**config.mk**
```make
export PLATFORM = sky130hd
export DESIGN_NAME = frht_sram
export DESIGN_NICKNAME = d
export VERILOG_FILES = /design/src/hw/rtl/frht_pkg.sv /design/src/hw/rtl/frht_sram.sv
export SDC_FILE = /design/constraint.sdc
export NUM_CORES = 2
export LEC_CHECK = 0
export BUFFER_PORTS_ARGS = -buffer_cell sky130_fd_sc_hd__buf_4
export CELL_PAD_IN_SITES_DETAIL_PLACEMENT = 0
export CELL_PAD_IN_SITES_GLOBAL_PLACEMENT = 1
export CORE_ASPECT_RATIO = 0.6
export CORE_MARGIN = 2
export CORE_UTILIZATION = 60
export DETAILED_ROUTE_END_ITERATION = 7
export PLACE_DENSITY = 0.84
export SLEW_MARGIN = 10
export SYNTH_ARGS = -nofsm -noshare
export SYNTH_HDL_FRONTEND = slang
export SYNTH_SLANG_ARGS = --single-unit
export TNS_END_PERCENT = 100
```
**constraint.sdc**
```tcl
create_clock -name i_clk -period 6.1 [get_ports i_clk]
set_clock_uncertainty 0.05 [all_clocks]
set_input_delay 0.61 -clock i_clk [delete_from_list [all_inputs] [get_ports i_clk]]
set_output_delay 0.61 -clock i_clk [all_outputs]
set_load 0.01 [all_outputs]
```
**src/hw/rtl/frht_pkg.sv**
```systemverilog
package frht_pkg;

    localparam int DEF_TABLE_ENTRIES = 64;

    localparam int ROOT_W   = 32;
    localparam int KIND_W   = 8;
    localparam int ORD_W    = 32;
    localparam int SAMPLE_W = 32;
    localparam int ACTION_W = 2;
    localparam int COUNT_W  = 7;

    localparam logic OP_LOOKUP   = 1'b0;
    localparam logic OP_REMEMBER = 1'b1;

    localparam logic [ACTION_W-1:0] ACT_NONE   = 2'd0;
    localparam logic [ACTION_W-1:0] ACT_UPDATE = 2'd1;
    localparam logic [ACTION_W-1:0] ACT_INSERT = 2'd2;
    localparam logic [ACTION_W-1:0] ACT_EVICT  = 2'd3;

    localparam logic [SAMPLE_W-1:0] INVALID_SAMPLE_RST = 32'hFFFF_FFFF;

    typedef struct packed {
        logic [ROOT_W-1:0] root_id;
        logic [KIND_W-1:0] kind;
        logic [ORD_W-1:0]  ordinal;
    } t_key;

endpackage

```
**src/hw/rtl/frht_sram.sv**
```systemverilog
module frht_sram #(
    parameter int ENTRIES = frht_pkg::DEF_TABLE_ENTRIES,
    parameter int IDX_W   = $clog2(ENTRIES)
) (
    input  logic                          i_clk,
    input  logic                          i_we,
    input  logic [IDX_W-1:0]              i_waddr,
    input  logic [frht_pkg::SAMPLE_W-1:0] i_wdata,
    input  logic                          i_re,
    input  logic [IDX_W-1:0]              i_raddr,
    output logic [frht_pkg::SAMPLE_W-1:0] o_rdata
);
    import frht_pkg::*;

    logic [SAMPLE_W-1:0] r_mem [ENTRIES];
    logic [SAMPLE_W-1:0] r_rdata;

    always_ff @(posedge i_clk) begin
        if (i_we) begin
            r_mem[i_waddr] <= i_wdata;
        end
    end

    always_ff @(posedge i_clk) begin
        if (i_re) begin
            r_rdata <= r_mem[i_raddr];
        end
    end

    assign o_rdata = r_rdata;

endmodule

```
== After elaboration in Yosys (flattened, before gate mapping) ==
Memory sizes are Yosys's and may differ from the RTL's. A register that Yosys moved wholly into a read port is not among the register bits.
Cells that the tools add are included.

* Muxes and demuxes: 2

{| class="wikitable"
|+ Operator list
! cell !! count
|-
| 1-bit 2-to-1 mux || 2
|}

* Register bits after elaboration: 0
* Memory bits (writable): 2,048
* Input port bits: 47
* Output and inout bits: 32
* Word-level logic and storage cells: 3
* Memories kept: 1

{| class="wikitable"
|+ Memories
! name !! words !! bits a word !! read ports !! clocked after Yosys merged registers in !! wr ports !! RTL line !! text
|-
| r_mem || 64 || 32 || 1 || 1 || 1 || frht_sram.sv:15 || <nowiki>logic [SAMPLE_W-1:0] r_mem [ENTRIES];</nowiki>
|}

== Longest topological paths before layout ==
* Depth after elaboration: 2
* Gate-level depth with buffers: 10
* Gate-level depth less buffers: 5

== Worst setup path before layout ==
Ideal clock, no wire load.

* Kind: input -> register
* From: input i_waddr[3]
* To: memory r_mem[48][0], enable pin
* Arrival time: 3.309 ns
* Data required time: 5.589 ns
* Slack: 2.280 ns
* Stages on the path: 4
* Path through: clkbuf_1 > nor2b_1 > nand4b_1 > nor3_1

{| class="wikitable"
|+ RTL lines
! what !! RTL line !! text
|-
| from (decl) || frht_sram.sv:7 || <nowiki>input logic [IDX_W-1:0] i_waddr,</nowiki>
|-
| to (decl) || frht_sram.sv:15 ||
|}

Straight into the memory's write port.

==> results by group <==
Die
  • Chip Width: 472 um
  • Die height: 285 um
  • Core box area: 130,000 um^2
  • Die area: 134,000 um^2
  • Core Rows: 102
  • Initial core utilization: 60.8%
  • IO Pins: 79

Power
  • Internal power: 22.3 mW
  • Maximum vdd drop: 0.000290 V
  • Sequential fraction of design power: 56.2%
  • Pwr/cell area: 323 nW/um^2
  • Static Leakage: 27.1 nW
  • Clock Power Share: 38.7%
  • Switching Share: 21.0%
  • Comb pwr share: 5.1%
  • P_sw: 5.94 mW

Clocking
  • Post-CTS Setup Repair Bufs: 0
  • Max Root-Sink Buffers: 3
  • CTS Root Cell: clkbuf_16
  • Cts bufs inserted: 173
  • CTS tree: yes
  • CTS sink cnt: 2,080
  • Worst-path clk slew: 0.07 ns
  • Worst-skew pair later-pin latency: 0.81 ns
  • H-tree levels: 4
  • Post-CTS resize count: 0
  • Hold-fix buffers, CTS: 0

Synthesis
  • Main synth FF type: edfxtp_1
  • Register area share after synthesis: 79.2%
  • Top cell type's share of synthesized area: 79.2%
  • Syn avg cell area: 23.7 um^2
  • Synthesized flop and latch total: 2,080
  • Synth warn: 0
  • Synth top area cells: edfxtp_1, mux4_2, mux2i_1, o22ai_1, nor2_1
  • Synth Cell Area: 78,800 um^2
  • Unique masters post-synth: 33
  • Async set or reset register ratio after synthesis: 0%
  • Post-synth EDFFs: 2,080
  • Count leader, synth: edfxtp_1
  • Syn nets: 3,371
  • Area leader, netlist: edfxtp_1
  • Post-synthesis cell count: 3,324
  • Top post-synthesis cells by count: edfxtp_1, mux4_2, nor2_1, mux2i_1, o22ai_1

GRT
  • GRT Overall Usage: 31.1%
  • Initial antenna violation count: 4
  • First-pass GRT wire length: 289,000 um
  • Overflow after GRT: 0
  • Largest net degree at the start of global routing: 103
  • Vias in the first global route: 38,590

Critical path
  • Top delay family on crit path: buffers and inverters
  • Worst path most repeated cell: buf_4
  • CP Capture Type: flop
  • Buf+Inv Stages, Crit Path: 3
  • Top fanout value on the critical path: 78
  • Nature of the critical path startpoint: input pin
  • Highest-delay cell along the critical path: nor2_1
  • Setup CP Type: in -> reg
  • WP data required: 6.55 ns
  • WP data arrival: 3.75 ns
  • Max stage delay on crit path: 0.89 ns
  • Cell Chain, Critical Path: buf_8 > buf_4 > nor2_1 > buf_4 > a21oi_1 > a311oi_1 > nor3_1

Status
  • Status: finished, final reports clean

Drt
  • Post-DRT Antenna Nets: 0
  • Initial DRC Count: 6,494
  • Routed WL per cell: 38.4 um
  • DRC: 0
  • Via count: 38,620
  • Drt total wl: 206,000 um
  • First-pass detailed-route iteration total: 5
  • Vias per cell: 7.20

STA
  • Slew margin rel.: 14.3%
  • Final setup TNS: 0 ns
  • Final period util: 54.1%
  • Final WS setup: 2.80 ns
  • RSZ-0062 raised after global routing: no
  • Final slew viol count: 0
  • Final setup violation count: 0
  • Worst Tran Pin Value: 1.29 ns
  • Final hold violation count: 0
  • Post-layout min period: 3.30 ns
  • Fmax: 303 MHz

Flow run
  • Max Cap Viol: 0

Worst hold path
  • Hold WC Path Type: in -> reg

Final layout
  • Final net count: 3,552
  • Final core occ: 67.6%
  • Area grow syn2layout: 11.2%
  • FILL cells: 7,662
  • Share of layout cells above drive strength 1: 28.6%

Placement
  • Setup WS pre-CTS: 1.99 ns
  • GP Congestion: 0.822
  • Port bufs: 78
  • Post-DP HPWL: 109,000 um
cells in the final DEF (no fill, tap or decap), drive strengths merged:
master and instances:
o22ai 84, nor2b 15, or3 3, a31oi 1, mux4 544, inv 4, mux2i 93, bufinv 13
or3b 5, nor2 137, clkbuf 214, nand4b 1, edfxtp 2080, o32ai 4, nor3 7, o221ai 27
and3 4, a311oi 8, nand4 2, nand3b 5, or2 3, and2 2, buf 188, nand3 5
diode 4, nand2 26, nand2b 8, clkinvlp 5, clkinv 80, a21oi 62, a41o 4, a22oi 12
routing by layer:
metal | vias up | global-route usage, % | routed length (um)
met5 | - | 0 | 17
met4 | 4 | 10.6 | 7200
met3 | 421 | 10.3 | 30500
met2 | 3198 | 45.7 | 93600
met1 | 20354 | 44.7 | 74800
li1 | 14643 | - | -
worst reg2reg max path: cells and delay by family, from the launching register on:
family | cells | cell delay, ns
multiplexers | 2 | 0.77
AO/OA/AOI/OAI | 2 | 0.92
flip-flops | 1 | 0.37
AND/OR/NAND/NOR | 1 | 0.09
final cells by class:
| type | count | area [um^2] | area share [%] |
|---|---|---|---|
| timing repair buffer | 188 | 1560 | 1.78 |
| tap | 1716 | 2150 | 2.45 |
| antenna | 4 | 10.0 | 0.0114 |
| sequential | 2080 | 62500 | 71.3 |
| clock inverter | 102 | 847 | 0.966 |
| clock buffer | 214 | 4650 | 5.31 |
| multi-input combinational | 1062 | 16000 | 18.2 |
flip-flops by register name, indices dropped and copies added (netlist names):
| register | flops |
|---|---|
| r_mem | 2048 |
| o_rdata | 32 |
power by group through the flow:
| stage | clock (mW) | combinational [mW] | sequential, mW |
|---|---|---|---|
| final | 11.0 | 1.43 | 15.9 |
| after global routing | 11.6 | 1.50 | 15.9 |
| after CTS | 11.0 | 1.42 | 15.9 |
| after global placement | 0 | 1.36 | 16.2 |
| after detailed placement | 0 | 1.41 | 16.2 |
| after floorplan | 0 | 0.770 | 16.2 |
through the flow:
stage	power, mW	instance area [um^2]	hold slack (ns)	std cells
after floorplan	17.0	78800	0.659	3324
after global placement	17.6	82100	0.890	5046
after detailed placement	17.6	82100	0.907	5046
after CTS	28.4	87600	0.251	5362
after global routing	29.0	87600	0.289	5364
final	28.3	87600	0.281	5366
worst paths after layout:
path	depth (start not counted)	slack, ns	end	from
hold / removal	1	0.28	r_mem[22][18]$_DFFE_PP_	i_wdata[18]
setup / recovery	7	2.80	o_rdata[20]$_DFFE_PP_	i_raddr[2]
setup reg to reg	5	3.60	o_rdata[16]$_DFFE_PP_	r_mem[45][16]$_DFFE_PP_
hold reg to reg	4	0.91	o_rdata[4]$_DFFE_PP_	r_mem[13][4]$_DFFE_PP_
cells by family after synthesis:
family	after synthesis	synth area share, %
AOI/OAI and AO/OA	202	1.67
buffers and inverters	182	1.12
muxes	637	16.7
DFF	2080	79.2
and+or+nand+nor	223	1.26
No activity file was read; power rests on OpenSTA's default activity.
