$ cat config.mk
export PLATFORM = sky130hd
export DESIGN_NAME = frht_alloc
export DESIGN_NICKNAME = d
export VERILOG_FILES = /design/src/hw/rtl/frht_pkg.sv /design/src/hw/rtl/frht_alloc.sv
export SDC_FILE = /design/constraint.sdc
export NUM_CORES = 1
export LEC_CHECK = 0
export ABC_AREA = 1
export ABC_CLOCK_PERIOD_IN_PS = 2600
export BUFFER_PORTS_ARGS = -buffer_cell sky130_fd_sc_hd__buf_2
export CAP_MARGIN = 25
export CORE_MARGIN = 3
export CORE_UTILIZATION = 40
export CTS_BUF_LIST = sky130_fd_sc_hd__clkbuf_8
export DETAILED_ROUTE_END_ITERATION = 10
export GPL_TIMING_DRIVEN = 0
export PLACE_DENSITY = 0.6
export SLEW_MARGIN = 40
export SYNTH_ARGS = -nofsm -noshare
export SYNTH_HDL_FRONTEND = slang
export SYNTH_SLANG_ARGS = --single-unit
$ cat constraint.sdc
create_clock -name i_clk -period 2.6 [get_ports i_clk]
set_input_delay 0.52 -clock i_clk [delete_from_list [all_inputs] [get_ports i_clk]]
set_output_delay 0.52 -clock i_clk [all_outputs]
set_load 0.02 [all_outputs]
$ cat src/hw/rtl/frht_pkg.sv
package frht_pkg;

    localparam int DEF_TABLE_ENTRIES = 64;

    localparam int ROOT_W   = 32;
    localparam int KIND_W   = 8;
    localparam int ORD_W    = 32;
    localparam int SAMPLE_W = 32;
    localparam int ACTION_W = 2;
    localparam int COUNT_W  = 7;

    localparam logic OP_LOOKUP   = 1'b0;
    localparam logic OP_REMEMBER = 1'b1;

    localparam logic [ACTION_W-1:0] ACT_NONE   = 2'd0;
    localparam logic [ACTION_W-1:0] ACT_UPDATE = 2'd1;
    localparam logic [ACTION_W-1:0] ACT_INSERT = 2'd2;
    localparam logic [ACTION_W-1:0] ACT_EVICT  = 2'd3;

    localparam logic [SAMPLE_W-1:0] INVALID_SAMPLE_RST = 32'hFFFF_FFFF;

    typedef struct packed {
        logic [ROOT_W-1:0] root_id;
        logic [KIND_W-1:0] kind;
        logic [ORD_W-1:0]  ordinal;
    } t_key;

endpackage

$ cat src/hw/rtl/frht_alloc.sv
module frht_alloc #(
    parameter int ENTRIES = frht_pkg::DEF_TABLE_ENTRIES,
    parameter int IDX_W   = $clog2(ENTRIES),
    parameter int CNT_W   = $clog2(ENTRIES + 1)
) (
    input  logic             i_clk,
    input  logic             i_rst_n,
    input  logic             i_insert,
    output logic             o_full,
    output logic [IDX_W-1:0] o_dst,
    output logic [CNT_W-1:0] o_fill,
    output logic [CNT_W-1:0] o_fill_next
);
    logic [CNT_W-1:0] r_fill;
    logic [CNT_W-1:0] n_fill;
    logic [IDX_W-1:0] r_oldest;
    logic [IDX_W-1:0] n_oldest;

    assign o_full = (r_fill == CNT_W'(ENTRIES));
    assign o_dst  = o_full ? r_oldest : r_fill[IDX_W-1:0];

    always_comb begin
        n_fill   = r_fill;
        n_oldest = r_oldest;
        if (i_insert) begin
            if (o_full) begin
                n_oldest = (r_oldest == IDX_W'(ENTRIES - 1)) ? '0 : r_oldest + 1'b1;
            end else begin
                n_fill = r_fill + 1'b1;
            end
        end
    end

    always_ff @(posedge i_clk) begin
        if (!i_rst_n) begin
            r_fill   <= '0;
            r_oldest <= '0;
        end else begin
            r_fill   <= n_fill;
            r_oldest <= n_oldest;
        end
    end

    assign o_fill      = r_fill;
    assign o_fill_next = n_fill;

endmodule
== After elaboration in Yosys (flattened, before gate mapping) ==
Cells that the tools add are included.
Storage, ports and cells
  bits in registers: 13
  input port bits: 3
  output and inout bits: 21
  word-level logic and storage cells: 11
Cells by class
  add/sub/neg operators: 2
  eq/ne operators: 2
  multiplexer cells: 4
  reductions and logical operators: 1
Operators by type and width (number)
  7-bit two-way mux: 2
  6-bit two-way mux: 2
  7-bit by 1-bit adder with 7-bit output (second input constant): 1
  7-bit == test (second input constant): 1
  6-bit by 1-bit adder with 6-bit output (second input constant): 1
  6-bit == test (second input constant): 1
  2-bit AND reduction: 1

== Logic depth before layout (Yosys ltp) ==
Gate-level depths: netlist of run 1.
  depth in word-level cells: 3
  gate-level depth with buffers: 10
  gate-level depth less buffers: 10

== Least setup slack after synthesis of run 1 ==
No wires, ideal clock.
  path type: register to output
  from: register r_fill[0], in the netlist o_fill[0]
  to: output o_fill_next[2]
  arrival time: 1.570 ns
  data required time: 2.080 ns
  slack: 0.510 ns
  stages on the path, launching flop included: 8
  path buffers: 0
  cell sequence: dfxtp_1 inv_1 ha_1 inv_1 nor2_2 nand3_4 nor2_4 nor3_1
On the way
  word-level cells in the longest chain between the ends: 3
  elaborated cells between the ends (all ways): 4
  those cells by class: add/sub: 1; eq/ne: 1; mux: 2
RTL lines
  start: declaration: line frht_alloc.sv:14  | logic [CNT_W-1:0] r_fill;
  start signal: assignment: line frht_alloc.sv:39  | r_fill <= n_fill;
  7-bit by 1-bit adder with 7-bit output / 7-bit == test (equally long branches): line frht_alloc.sv:29, frht_alloc.sv:19
  7-bit two-way mux *: line frht_alloc.sv:26  | if (o_full) begin
  7-bit two-way mux *: line frht_alloc.sv:25  | if (i_insert) begin
  end: declaration: line frht_alloc.sv:12  | output logic [CNT_W-1:0] o_fill_next
Every way passes the cells marked *; elsewhere a longest branch is shown, timed or not.

== Worst setup path after layout of run 1 ==
  from: register r_fill[0], in the netlist o_fill[0]
  to: output o_fill_next[0]
On the way
  word-level cells in the longest chain between the ends: 3
  elaborated cells between the ends (all ways): 4
  those cells by class: add/sub: 1; eq/ne: 1; mux: 2
RTL lines (line)
  7-bit by 1-bit adder with 7-bit output / 7-bit == test (equally long branches): frht_alloc.sv:29, frht_alloc.sv:19
  7-bit two-way mux: frht_alloc.sv:26
  7-bit two-way mux *: frht_alloc.sv:25
Marked as above.

==> key figures, run 1 <==
Run status
  • Status: finished, final reports clean

Critical path
  • CP top delay family: buffers and inverters
  • Worst setup SP type: flop
  • CP Class: reg2out
  • Crit Path Max Fanout: 8
  • Slowest library cell on the worst path: dfxtp_1
  • Critical Path Sink Type: output port
  • Reg2Reg Depth: 9
  • Reg2reg start: o_fill[0]
  • R2R Setup Slk: between 1 and 1.5 ns
  • RR Endpoint: r_oldest[3]
  • CP Cell Sequence: inv_1 -> ha_1 -> inv_1 -> nor2_2 -> nand3_4 -> nand2_1 -> xor2_1 -> inv_1 -> buf_2
  • CP peak stage delay: between 0.3 and 0.4 ns
  • Crit path buffers/inverters: 4
  • Required @ worst endpoint: around 2.1 ns
  • Top cell by count, worst path: inv_1
  • Worst path arrival time: 1.75 ns

Placed design
  • DP Wirelength: 1432 um
  • Placed insts: between 150 and 200
  • Placed cell area: 963.4 um^2
  • Routability Congestion: about 0.86
  • # port buffers: 22

Synth
  • Post-synth cell types: 22
  • Register area share after synthesis: 0.3166
  • Area leader, netlist: dfxtp_1
  • Synth Warn #: 0
  • Synth top area cells: dfxtp_1 32%, nand2_1 12%, inv_1 9.1%
  • Synth Register Bits: 13
  • Post-synth top area share: 0.3166
  • Cells after Synth: 120
  • Syn Area/Cell: between 6 and 7 um^2
  • Synth Cell Area: 822.0 um^2
  • Post-Syn Nets: roughly 130

Timing
  • Unrepaired setup endpoints after global routing: no
  • Fmax: 441.4 MHz
  • Slew @ Worst Pin: around 0.33 ns
  • Hold Vio Cnt, Final: 0
  • Clk_skew: ~0.0034 ns
  • Slew headroom: 0.7769
  • Final setup vio count: 0
  • Crit share post-route: 0.8714
  • Tmin final: around 2.3 ns
  • Final Slew Violations: 0
  • Post-Route Setup TNS: 0 ns

Finish
  • # diodes: 0
  • Finished Cell Area: 1008 um^2
  • Util after Layout: 0.5483
  • Share of post-route cells with drive strength above 1: 0.2671
  • Area Growth Syn to Fin: 22.68%
  • Cell Count, Final, Fillers Out: 171
  • Nets: 153

Power and ir drop
  • Maximum vdd ir drop: about 0.29 mV
  • Leakage: just over 0.0005 uW
  • Power per cell area: approximately 440 nW/um^2

Floorplan
  • Num ports: 24
  • Initial core utilization: 0.4469
  • Die Area: approximately 2600 um^2
  • Total core area: between 1500 and 2000 um^2
  • Die W: 51.34 um
  • Rows: 15
  • Die height: just over 50 um

Worst hold path
  • Hold Path Cell Cnt: 2
  • WHS Endpoint: r_oldest[4]
  • Min-delay src: r_oldest[4]
  • Hold Crit Class: reg2reg

CTS
  • Clock transition at path regs: around 0.050 ns
  • Post-CTS setup buffer count: 0
  • CTS root buf: clkbuf_8
  • Post-cts gate resize count: 0
  • TritonCTS clock tree: yes
  • Clk_lat worst skew: 0.24 ns
  • Hold bufs inserted after CTS: 0
  • TritonCTS sink count: 13
  • H-Tree Depth: 1
  • Number of CTS-inserted buffers: 3
  • Max Root-Sink Buffers: 2

GRT
  • First-pass GRT wire length: around 3100 um
  • Initial antenna violation count: 0
  • Vias in the first global route: ~730
  • Total grt overflow: 0
  • Largest net degree at the start of global routing: 9
  • GR Util All Layers: 0.1593

Drt
  • DRT iter0 DRCs: 25
  • Drt pass-1 iters: 4
  • # DRC: 0
  • Wire length per cell: 10.60 um
  • Vias: between 800 and 900
  • Drt total wl: 1812 um
  • Routed Antenna Nets: 0
  • Vias per cell: approximately 4.8

Flow run
  • Max Cap Viol: 0
## cell type report
type,instances,area [um^2]
Fill cell,202,830.8
Multi-Input combinational cell,85,475.5
Sequential cell,13,260.3
Timing Repair Buffer,22,110.1
Inverter,21,78.83
Clock buffer,3,41.29
Tap cell,25,31.28
Buffer,1,7.507
Clock inverter,1,3.754
## through the flow
step / hold slack [ns] / total power [uW] / worst slack (ns)
after CTS: 0.4880 / 451.6 / 0.3104
after detailed placement: 0.4805 / 273.5 / 0.6136
after global placement: 0.4766 / 272.9 / 0.6321
after floorplan: 0.4566 / 255.3 / 0.5105
final: 0.4835 / 444.8 / 0.3344
after global routing: 0.5195 / 467.0 / 0.1377
## worst register-to-register path, cell delays in order, from the launching register on
cell and delay (ns):
dfxtp_1 0.35, inv_1 0.13, ha_1 0.20, inv_1 0.06
nor2_2 0.13, nand3_4 0.14, nor2_4 0.22, nand2_1 0.10
nand2_1 0.10, nor2_1 0.05
## placed cells by master (no fill, tap or decap)
cell	count
buf_2	22
nand2_4	1
inv_1	21
ha_1	3
inv_2	1
nand2_1	27
nor2_2	3
xor2_1	3
dfxtp_1	13
nor4_1	2
nor2_4	3
nand3_4	1
or2_2	1
nor2_1	12
nor3_4	1
nor3_2	1
nand4_1	2
nor3_1	3
clkbuf_8	3
o21ai_0	8
nand3_1	8
nand2_2	1
a21oi_1	5
buf_4	1
## Yosys cell counts (all sizes together)
master,number
xor2,3
ha,3
buf,1
nand2,29
nand3,9
or2,1
inv,21
dfxtp,13
a21oi,5
nor3,5
nor2,18
o21ai,8
nor4,2
nand4,2
## power by group
| group | total, uW | internal, uW | leakage (uW) | switching (uW) |
|---|---|---|---|---|
| logic | 61.8 | 19.7 | 0.000382 | 42.0 |
| clock network | 176 | 104 | 0.0000269 | 71.8 |
| registers | 207 | 203 | 0.000105 | 4.44 |
| total | 445 | 326 | 0.000514 | 118 |
## logic make-up (layout without fill, tap and decap cells)
| logic type | Yosys count | after routing | share of synthesized area |
|---|---|---|---|
| buffers and inverters | 22 | 48 | 0.1050 |
| adder cells (fa/ha/maj) | 3 | 3 | 0.04567 |
| flip-flops | 13 | 13 | 0.3166 |
| AND/OR/NAND/NOR | 66 | 66 | 0.4216 |
| AO/OA/AOI/OAI | 13 | 13 | 0.07914 |
| XOR/XNOR | 3 | 3 | 0.03197 |
## routing by layer
layer  wire length (um)  global-route usage
met1                759              0.1858
met5                  0                   0
met3                126             0.05248
met2                918              0.2790
met4                  7             0.03930
## worst max path at each step
stage	startpoint	end	slack, ns	depth (start not counted)
after detailed placement	o_fill[0]	o_fill_next[0]	0.61	9
after global placement	o_fill[0]	o_fill_next[0]	0.63	9
after global routing	o_fill[0]	o_fill_next[0]	0.14	9
after floorplan	o_fill[0]	o_fill_next[2]	0.51	7
final	o_fill[0]	o_fill_next[0]	0.33	9
after CTS	o_fill[0]	o_fill_next[0]	0.31	9
## sequential cells by signal (all words and copies together), names as in the netlist
| signal | flops |
|---|---|
| o_fill | 7 |
| r_oldest | 6 |
Note: power is estimated with default switching activity, not from simulation.
==> inputs of run 2 (changes only) <==
--- a/config.mk
+++ b/config.mk
@@ -5,7 +5,6 @@
 export SDC_FILE = /design/constraint.sdc
 export NUM_CORES = 1
 export LEC_CHECK = 0
-export ABC_AREA = 1
 export ABC_CLOCK_PERIOD_IN_PS = 2600
 export BUFFER_PORTS_ARGS = -buffer_cell sky130_fd_sc_hd__buf_2
 export CAP_MARGIN = 25
@@ -14,7 +13,7 @@
 export CTS_BUF_LIST = sky130_fd_sc_hd__clkbuf_8
 export DETAILED_ROUTE_END_ITERATION = 10
 export GPL_TIMING_DRIVEN = 0
-export PLACE_DENSITY = 0.6
+export PLACE_DENSITY = 0.62
 export SLEW_MARGIN = 40
 export SYNTH_ARGS = -nofsm -noshare
 export SYNTH_HDL_FRONTEND = slang
==> run 2 against run 1 <==
Effect of this change:
- count of clock-buffer cells in the layout unchanged
- synthesized cell count decreased by 33%
- utilization increased by 2.0 points
- via count decreased by 25%
- critical path depth decreased by 1
- power decreased by 1.5%
- largest cell class unchanged
- combinational power decreased by 13%
- synthesized area decreased by 13%
- fmax decreased by 9.6%
- critical endpoint is now o_fill_next[2]
- largest power group unchanged
- sequential share of layout area increased by 3.1 points
- non-clock buffer count increased by 3
==> key figures, run 2 <==
Timing
  • Slew @ Worst Pin: roughly 0.43 ns
  • Final Slew Violations: 0
  • Fmax: between 300 and 400 MHz
  • Final worst slack: between 0.09 and 0.1 ns
  • Slew headroom: 0.7158
  • Worst Hold Slack: slightly above 0.5 ns
  • Unrepaired setup endpoints after global routing: no
  • Post-Route Setup TNS: 0 ns
  • Final setup vio count: 0
  • Tmin final: approximately 2.5 ns
  • Hold Vio Cnt, Final: 0
  • Clk_skew: 0.005381 ns
  • Crit share post-route: 0.9642

Drt
  • # DRC: 0
  • DRT iter0 DRCs: 4
  • Vias: slightly above 600
  • Drt total wl: 1473 um
  • Drt pass-1 iters: 4
  • Vias per cell: ~4.7
  • Wire length per cell: roughly 11 um
  • Routed Antenna Nets: 0

Finish
  • # diodes: 0
  • Most common cell after layout, fill and taps aside: buf_2
  • Commonest cells after routing, fill and taps aside: 23 x buf_2, 12 x dfxtp_1, 10 x nand2_1
  • Largest register FFs: 7
  • Nets: about 120
  • Share of post-route cells with drive strength above 1: 0.3333
  • Cell Count, Final, Fillers Out: 132
  • Area Growth Syn to Fin: 26.80%

Synth
  • Ys flop type: dfxtp_1
  • Cells after Synth: slightly above 80
  • Post-Syn Nets: 87
  • Post-synth top cells: 13 x dfxtp_1, 10 x nand2_1, 8 x and2_1
  • Post-synth top area share: 0.3643
  • Synth Warn #: 0
  • Synth top area cells: dfxtp_1 36%, and2_1 7.0%, xnor2_1 6.1%
  • Count leader, synth: dfxtp_1
  • Post-synth cell types: 27
  • Syn Area/Cell: between 8 and 9 um^2
  • Post-synth EDFFs: 0
  • Register area share after synthesis: 0.3643
  • Post-synth ARST share: 0
  • Synth Cell Area: around 710 um^2
  • Synth Register Bits: 13
  • Area leader, netlist: dfxtp_1

Placed design
  • DP Wirelength: 1128 um
  • # port buffers: 23
  • Routability Congestion: between 0.8 and 0.9
  • Placed insts: approximately 130
  • Setup WS pre-CTS: 0.3125 ns

Floorplan
  • Rows: 14
  • Total core area: ~1600 um^2
  • Initial core utilization: 0.4482
  • Die height: 48.26 um
  • Die W: a little under 50 um
  • Die Area: approximately 2300 um^2
  • Num ports: 24

Worst hold path
  • Min-delay src: r_oldest[1]
  • Hold Crit Class: reg2reg

CTS
  • Max Root-Sink Buffers: 2
  • Clock transition at path regs: about 0.060 ns
  • H-Tree Depth: 1
  • CTS root buf: clkbuf_8
  • Clk_lat worst skew: roughly 0.24 ns
  • Post-CTS setup buffer count: 0
  • TritonCTS sink count: 13
  • Number of CTS-inserted buffers: 3
  • TritonCTS clock tree: yes

Critical path
  • Crit Path Max Fanout: 10
  • Slowest library cell on the worst path: dfxtp_1
  • CP Class: reg2out
  • Worst path arrival time: 1.99 ns
  • CP peak stage delay: 0.37 ns
  • Critical Path Sink Type: output port
  • Worst setup SP type: flop
  • CP Cell Sequence: inv_2 -> ha_1 -> nor4bb_4 -> and2_2 -> buf_4 -> or3_1 -> nand2_1 -> buf_2
  • Critical path origin: o_fill[0]
  • Required @ worst endpoint: 2.08 ns
  • Reg2reg start: o_fill[0]

GRT
  • Vias in the first global route: about 530
  • Initial antenna violation count: 0
  • First-pass GRT wire length: 2339 um
  • Total grt overflow: 0
  • GR Util All Layers: 0.1437
  • Largest net degree at the start of global routing: 11

Power and ir drop
  • Maximum vdd ir drop: between 0.3 and 0.4 mV
  • Power per cell area: about 480 nW/um^2
  • Pwr Total: 438.2 uW
  • Leakage: 0.0004597 uW

Run status
  • Status: finished, final reports clean

Flow run
  • Max Cap Viol: 0
run 2: cell types whose count changed in the layout (fill, tap and decap cells not counted), moves of 5 or more:
cell     before  now
a21oi_1       5    0
nor2_1       12    4
and2_1        0    8
inv_1        21    2
nand2_1      27   10
xnor2_1       0    5
run 2: routing by layer:
metal / up-vias / global-route usage / share of wire
met5: - / 0 / 0
met4: 0 / 0.04839 / 0.0088
met2: 17 / 0.2266 / 0.43
met1: 271 / 0.1912 / 0.51
li1: 329 / - / -
met3: 2 / 0.03321 / 0.054
run 2: timing repair:
item,in CTS,in global routing
setup endpoints to repair,0,2
resized for setup,0,2
hold buffers,0,0
run 2: metrics by stage:
stage | instance area (um^2) | util
2_1_floorplan | 714.4 | -
3_3_place_gp | 859.6 | 0.5392
3_5_place_dp | 859.6 | 0.5392
4_1_cts | 904.6 | 0.5675
5_1_grt | 905.9 | 0.5683
6_report | 905.9 | 0.5683
run 2: cell families (layout without fill, tap and decap cells):
kind of cell / Yosys count / in the layout / synth area share
xor+xnor: 9 / 9 / 0.1103
compound gates: 13 / 13 / 0.1226
fa+ha+maj: 3 / 3 / 0.05255
simple gates: 38 / 38 / 0.3170
buf+inv: 5 / 32 / 0.03327
flops: 13 / 13 / 0.3643
run 2: power breakdown:
group          switching, uW  internal [uW]  total (uW)
Clock                   74.6            104         179
Sequential              3.02            203         206
Combinational           34.2           19.5        53.7
Total                    112            326         438
run 2: final timing paths:
kind / to / depth (start not counted) / slack, ns
max: o_fill_next[2] / 8 / 0.09
min: r_oldest[1] / 2 / 0.51
max reg2reg: o_fill[2] / 7 / 0.88
min reg2reg: r_oldest[1] / 2 / 0.51
run 2: cell type report:
cell class,instances,area [um^2]
inverters,2,7.507
clock buffers,3,41.29
clock inverters,1,3.754
multi-input cells,63,430.4
well taps,24,30.03
flip-flops and latches,13,261.5
repair buffers,23,115.1
plain buffers,3,16.27
fillers,150,688.2
run 2: worst max-delay path, delay by kind of cell (launching register included):
kind                     cells  cell delay, ns
AND/OR/NAND/NOR              4            0.78
adder cells (fa/ha/maj)      1            0.20
flip-flops                   1            0.37
buffers and inverters        3            0.39
==> inputs of run 3 (changes only) <==
--- a/config.mk
+++ b/config.mk
@@ -14,6 +14,7 @@
 export DETAILED_ROUTE_END_ITERATION = 10
 export GPL_TIMING_DRIVEN = 0
 export PLACE_DENSITY = 0.62
+export SETUP_SLACK_MARGIN = 0.4
 export SLEW_MARGIN = 40
 export SYNTH_ARGS = -nofsm -noshare
 export SYNTH_HDL_FRONTEND = slang
==> run 3 against run 2 <==
Effect of this change:
- clock skew down 0.0044 ns
- highest routed layer unchanged
- sequential cell count is the same
- critical path depth unchanged
- register-to-register slack improved by 0.12 ns
- global-route usage grew 1.2 points
- non-clock buffer count grew 9
- via count rose by 6.1%
- clock power about the same
==> key figures, run 3 (synthesized netlist as in run 2, its figures left out) <==
Finish
  • Largest register FFs: 7
  • Share of post-route cells with drive strength above 1: 0.4274
  • Area Growth Syn to Fin: 43.08%
  • Commonest cells after routing, fill and taps aside: 19 x buf_2, 11 x dfxtp_1, 11 x buf_4
  • # diodes: 0
  • Nets: roughly 120
  • Most common cell after layout, fill and taps aside: buf_2
  • Finished Cell Area: approximately 1000 um^2

GRT
  • Met2 Usage GRT: 0.2604
  • Most Used Layer, Global Route: met2
  • Total grt overflow: 0
  • Initial antenna violation count: 0
  • First-pass GRT wire length: about 2500 um
  • M3 GR Usage: 0.05166
  • Met1 Track Usage GR: 0.1754
  • Largest net degree at the start of global routing: 11
  • Vias in the first global route: approximately 600
  • GR Util All Layers: 0.1556

Critical path
  • Worst setup SP type: flop
  • CP Cell Sequence: inv_4 -> ha_4 -> nor4bb_4 -> and2_4 -> buf_6 -> or3_4 -> nand2_2 -> buf_6
  • Required @ worst endpoint: approximately 2.1 ns
  • Worst path arrival time: 1.69 ns
  • CP Class: reg2out
  • Top cell by count, worst path: buf_6
  • Crit Path Max Fanout: 7
  • CP peak stage delay: between 0.3 and 0.4 ns
  • Slowest library cell on the worst path: dfxtp_4
  • Critical Path Sink Type: output port

Drt
  • Vias per cell: 4.660
  • Drt total wl: 1559 um
  • Vias: roughly 660
  • Routed Antenna Nets: 0
  • Drt pass-1 iters: 4
  • # DRC: 0
  • Wire length per cell: 11.06 um
  • DRT iter0 DRCs: 7

Floorplan
  • Total core area: 1594 um^2
  • Rows: 14
  • Die height: between 40 and 50 um
  • Die Area: roughly 2300 um^2
  • Initial core utilization: 0.4482
  • Num ports: 24
  • Die W: 48.26 um

Timing
  • Hold Vio Cnt, Final: 0
  • Fmax: ~450 MHz
  • Clk_skew: just under 0.001 ns
  • Final setup vio count: 0
  • Unrepaired setup endpoints after global routing: yes
  • Slew @ Worst Pin: between 0.3 and 0.4 ns
  • Crit share post-route: 0.8487
  • Slew headroom: 0.7564
  • Tmin final: 2.207 ns
  • Post-Route Setup TNS: 0 ns
  • Final worst slack: around 0.39 ns
  • Final Slew Violations: 0

Power and ir drop
  • Pwr Total: around 450 uW
  • Maximum vdd ir drop: 0.2978 mV
  • Leakage: 0.0005124 uW
  • Power per cell area: around 440 nW/um^2

Placed design
  • # port buffers: 23
  • Setup WS pre-CTS: roughly 0.34 ns
  • DP Wirelength: roughly 1100 um
  • Placed cell area: 867.1 um^2
  • Routability Congestion: ~0.76

CTS
  • Clock transition at path regs: approximately 0.060 ns
  • Hold bufs inserted after CTS: 0
  • TritonCTS clock tree: yes
  • TritonCTS sink count: 13
  • H-Tree Depth: 1
  • Clk_lat worst skew: 0.24 ns
  • CTS root buf: clkbuf_8
  • Number of CTS-inserted buffers: 3
  • Max Root-Sink Buffers: 2

Run status
  • Status: finished, final reports clean

Flow run
  • Max Cap Viol: 0

Worst hold path
  • Hold Crit Class: reg2reg
## run 3: cell type report
| type | count | area (um^2) |
|---|---|---|
| Fill cell | 137 | 571.8 |
| Clock inverter | 1 | 3.754 |
| Sequential cell | 13 | 265.3 |
| Multi-Input combinational cell | 63 | 451.7 |
| Clock buffer | 3 | 41.29 |
| Inverter | 2 | 10.01 |
| Tap cell | 24 | 30.03 |
| Buffer | 3 | 20.02 |
| Timing Repair Buffer | 32 | 200.2 |
## run 3: report_power, final
group / total [uW] / internal (uW) / switching (uW)
Clock: 176 / 104 / 71.6
Combinational: 68.1 / 29.3 / 38.8
Sequential: 205 / 203 / 2.48
## run 3: repair_timing
item                       CTS  global route
setup endpoints to repair    9             6
cloned                       0             0
resized for setup           10             6
setup buffers                9             0
pin swaps                    4             2
## run 3: stage by stage
stage / hold WS [ns] / cells / utilization
floorplan: 0.4692 / 81 / -
global placement: 0.4874 / 128 / 0.5440
detailed placement: 0.4950 / 128 / 0.5440
CTS: 0.5031 / 141 / 0.6342
global route: 0.5392 / 141 / 0.6413
finish: 0.5009 / 141 / 0.6413
## run 3: critical path, delay by kind of cell, from the launching register on
kind	cells	cell delay [ns]
DFF	1	0.35
adders and majority gates	1	0.14
and+or+nand+nor	4	0.69
buffers and inverters	3	0.27
## run 3: layer usage
metal,vias up,routed length [um]
li1,345,-
met1,299,721
met2,11,767
met3,2,59
met4,0,11
met5,-,0
## run 3: final timing paths
kind,from,to,slack [ns],cells after the start
worst max-delay path,o_fill[0],o_fill_next[2],0.39,8
worst min-delay path,r_oldest[1],r_oldest[1],0.50,2
worst min register to register,r_oldest[1],r_oldest[1],0.50,2
worst max register to register,o_fill[0],r_oldest[5],1.00,8
